### src/icc_pkg.sv
package icc_pkg;

  // Fixed field widths
  localparam int unsigned OpW   = 2;
  localparam int unsigned AddrW = 20;
  localparam int unsigned DataW = 32;
  localparam int unsigned IdW   = 5;

  localparam int unsigned NumSourcesDef = 32;

  // Word addresses (byte offset >> 2)
  localparam logic [AddrW-1:0] AddrPrioEnd  = 20'h00020;
  localparam logic [AddrW-1:0] AddrPending  = 20'h00400;
  localparam logic [AddrW-1:0] AddrMEnable  = 20'h00800;
  localparam logic [AddrW-1:0] AddrSEnable  = 20'h00820;
  localparam logic [AddrW-1:0] AddrMClaim   = 20'h80001;
  localparam logic [AddrW-1:0] AddrSClaim   = 20'h80401;

  localparam logic [DataW-1:0] PrioValue = 32'd1;

  typedef enum logic [OpW-1:0] {
    OpRead  = 2'd0,
    OpWrite = 2'd1,
    OpLine  = 2'd2
  } icc_op_e;

endpackage

### src/icc_prio_enc.sv
module icc_prio_enc import icc_pkg::*; #(
  parameter int unsigned NUM_SOURCES = NumSourcesDef
) (
  input  logic [NUM_SOURCES-1:0] hits_i,
  output logic [IdW-1:0]         id_o
);

  // Lowest nonzero source wins; source 0 never does
  always_comb begin
    id_o = '0;
    for (int i = NUM_SOURCES - 1; i >= 1; i--) begin
      if (hits_i[i]) begin
        id_o = IdW'(i);
      end
    end
  end

endmodule

### config.mk
export PLATFORM = sky130hd
export DESIGN_NAME = icc_prio_enc
export DESIGN_NICKNAME = d
export VERILOG_FILES = /design/src/icc_pkg.sv /design/src/icc_prio_enc.sv
export SDC_FILE = /design/constraint.sdc
export NUM_CORES = 1
export LEC_CHECK = 0
export BUFFER_PORTS_ARGS = -buffer_cell sky130_fd_sc_hd__buf_4
export CAP_MARGIN = 30
export CELL_PAD_IN_SITES_DETAIL_PLACEMENT = 2
export CELL_PAD_IN_SITES_GLOBAL_PLACEMENT = 2
export CORE_MARGIN = 4
export CORE_UTILIZATION = 16
export DETAILED_ROUTE_END_ITERATION = 16
export GPL_ROUTABILITY_DRIVEN = 0
export PLACE_DENSITY = 0.95
export SLEW_MARGIN = 20
export SYNTH_ARGS = -nofsm -noshare
export SYNTH_HDL_FRONTEND = slang
export SYNTH_SLANG_ARGS = --single-unit
### constraint.sdc
create_clock -name vclk -period 1.6
set_input_delay 0.16 -clock vclk [all_inputs]
set_output_delay 0.16 -clock vclk [all_outputs]
set_load 0.01 [all_outputs]
# Yosys cells after proc, flatten, opt, wreduce, memory -nomap -nowiden
# Index checks and enable logic that the tools add are counted.
[op_classes]
n_mul = 0
n_eq_ne = 0
div_mod_pow = 0
add_sub_neg = 0
mux = 31
n_bitwise = 0
shifts = 0
n_lt_le_gt_ge = 0
reduce_logical = 0
[op_table]
columns = ["op", "count"]
rows = [
  ["5-bit 2-to-1 mux", 31],
]
[totals]
out_inout_bits = 5
ramBits = 0
mem_bits_ro = 0
word_cells = 31
regBits = 0
memories = 0
input_bits = 32
latch_bits = 0

# Depth between registers and ports, before layout
[logic_depth]
ltp_word = 31
depth_mapped = 4
mapped_depth_nobuf = 4

# Worst setup path after synthesis
# Ideal clock, no wire load.
[synth_timing]
path_type = "input port to output port"
from = "in hits_i[16]"
to = "out id_o[0]"
cell_stages = 4
slack_ps = 242
required_ps = 1440
n_path_buf = 0
arrival_time_ps = 1198
cell_sequence = "or3_1 -> a221oi_1 -> o21ai_0 -> a221oi_1"
[synth_between]
elab_chain_len = 16
[synth_lines]
columns = ["element", "line", "rtl"]
rows = [
  ["start: declaration", "icc_prio_enc.sv:4", "input logic [NUM_SOURCES-1:0] hits_i,"],
  ["5-bit 2-to-1 mux (16 in a row)", "icc_prio_enc.sv:12", "if (hits_i[i]) begin"],
  ["end: declaration", "icc_prio_enc.sv:5", "output logic [IdW-1:0] id_o"],
]
# No other way between the ends.

# Final worst setup path
[layout_timing]
from = "in hits_i[27]"
to = "out id_o[2]"
[layout_between]
elab_chain_len = 27
[layout_lines]
columns = ["element", "line"]
rows = [
  ["5-bit 2-to-1 mux (27 in a row)", "icc_prio_enc.sv:12"],
]
# No other way between the ends.

==> reports/results.ini <==
[route]
viasPerCell=5.17
drt-pass1-iter-count=3
wirelength_microns=2280
ant_nets=0
drcViolationCount=0
detail_route.wl_per_cell_microns=17.1
drt_iter0_markers=3
vias=687

[timing]
tightest_slew_ns=0.519
relSlewSlack_pct=65.0
rsz0062_at_grt=yes
max_freq_mhz=645
finalCritPeriodShare_pct=97.0
drv_slew=0
hold_viol=0
min_period_ns=1.55
finalSetupViolCount=0
finalWorstSetupSlack_ns=0.0487

[synthesis]
synth_fp_nets=97
syn_area_sq_um=369
syn_inst=65
seq_area_frac_synth_pct=0
yosysUniqueCellTypes=25
ys_warn_count=0
avgSynthCellArea_sq_um=5.68

[finish]
n_antenna_cell=0
nClkBuffers=0
seqCellArea_sq_um=0
multi_input_area_sq_um=393
fin_util_pct=33.8
fillers=282
seq_cells=0
layout-drive-gt1-share_pct=47.6
final_net_count=139
area_delta_synth_final_pct=102

[worst_setup_path]
end_kind=output port
crit_required_ns=1.44
path_max_fanout=2
cp_cell_sequence=buf_4 > or4_4 > o2111a_1 > o21ai_1 > and2_1 > buf_4
path_class=primary input to output port
arrival_ns=1.39
critPathMaxStageDelay_ns=0.51
path_common_cell=buf_4
startpoint_type=primary input
critPathSlowestCell=or4_4

[min_path]
hp-class=primary input to output port
hp-start=hits_i[1]
hold_path_end=id_o[1]
min_delay_path_depth=3

[pwr]
power_density_mw_per_mm2=215
comb_power_share_pct=100.0
pwr-share-seq_pct=0
switchingPower_uw=75.2
ir_drop_mv=0.0566
swShare_pct=46.8
clock_power_share_pct=0
p_int_uw=85.5
leakagePower_uw=0.000328

[floorplan]
core_sq_mm=0.00221
design.die.area_sq_mm=0.00314
rows=17
pin_count=37
die_h_microns=56.0
die_w_microns=56.0
initial_utilization_pct=16.7

[global_route]
grt_pass1_wl_microns=3710
overflow=0
grt_use_total_pct=14.0
grt_pass1_vias=822
grt_max_degree=6
antenna_found_initial=0

[run_status]
status=completed

[place]
place_ws_ns=-0.148
port_buffers=36
dpl.hpwl_microns=2000

[cts]
post_cts.repair.setup_buffers=0

[job]
cap_violations=0

area by class of cell:
type,instances,area share [%]
multi-input cells,60,52.6
well taps,28,4.69
inverters,5,2.51
repair buffers,40,40.2
cells by family (layout without fill, tap and decap cells):
group	Yosys count	in the layout	share of synthesized area (%)
and+or+nand+nor	39	39	56.3
AOI/OAI and AO/OA	21	21	38.6
buffers and inverters	5	45	5.09
power by group through the flow:
| stage | combinational, uW | sequential (uW) | clock [uW] |
|---|---|---|---|
| floorplan | 39.5 | 0 | 0 |
| global placement | 140 | 0 | 0 |
| detailed placement | 152 | 0 | 0 |
| CTS | 157 | 0 | 0 |
| global route | 177 | 0 | 0 |
| finish | 161 | 0 | 0 |
critical path, delay by kind of cell:
family,cells,cell delay [ns]
buf+inv,2,0.22
simple gates,2,0.64
compound gates,2,0.36
stage by stage:
stage | setup TNS (ns) | std cells | hold slack (ns) | total power (uW) | instance area [sq um]
floorplan | 0 | 65 | 0.400 | 39.5 | 369
global placement | -0.0400 | 133 | 0.639 | 140 | 704
detailed placement | -0.148 | 133 | 0.655 | 152 | 704
CTS | 0 | 133 | 0.655 | 157 | 722
global route | -0.0318 | 133 | 0.661 | 177 | 747
finish | 0 | 133 | 0.647 | 161 | 747
layout by cell type (no fill, tap or decap), drive strengths merged, types with 2 or more instances in the layout:
cell    instances
buf            40
nor2           11
nor3            6
nor4            6
o21ai           6
inv             5
nand2           4
a21oi           4
a221oi          3
or4             2
nand2b          2
nor2b           2
or3             2
cell usage after synthesis, types with 2 or more instances:
| library cell | count | share of area (%) |
|---|---|---|
| inv_1 | 5 | 5.1 |
| nand2_1 | 4 | 4.1 |
| a21oi_1 | 4 | 5.4 |
| or4_1 | 2 | 4.1 |
| nor4_1 | 6 | 10 |
| a221oi_1 | 3 | 7.1 |
| o21ai_0 | 5 | 6.8 |
| nor2b_1 | 2 | 3.4 |
| or3_1 | 2 | 3.4 |
| nand2b_1 | 2 | 3.4 |
| nor3_1 | 6 | 8.1 |
| nor2_1 | 11 | 11 |
layer usage:
metal | share of wire, % | up-vias | track usage [%]
li1 | - | 336 | -
met1 | 39 | 320 | 15.2
met2 | 55 | 27 | 29.0
met3 | 5.2 | 4 | 1.62
met4 | 1.1 | 0 | 1.02
met5 | 0 | - | 0
worst max path at each step:
stage	from	end	depth (start not counted)
after floorplan	hits_i[16]	id_o[0]	4
after global placement	hits_i[16]	id_o[0]	6
after detailed placement	hits_i[16]	id_o[0]	6
after CTS	hits_i[16]	id_o[2]	6
after global routing	hits_i[16]	id_o[3]	6
final	hits_i[27]	id_o[2]	6
repair_timing:
item | 4_1_cts | 5_1_grt
endpoints found under the setup margin | 1 | 4
pin swaps | 2 | 2
cloned | 0 | 0
gates resized for setup | 4 | 6
hold buffers | 0 | 0
Note: power is estimated with default switching activity, not from simulation.
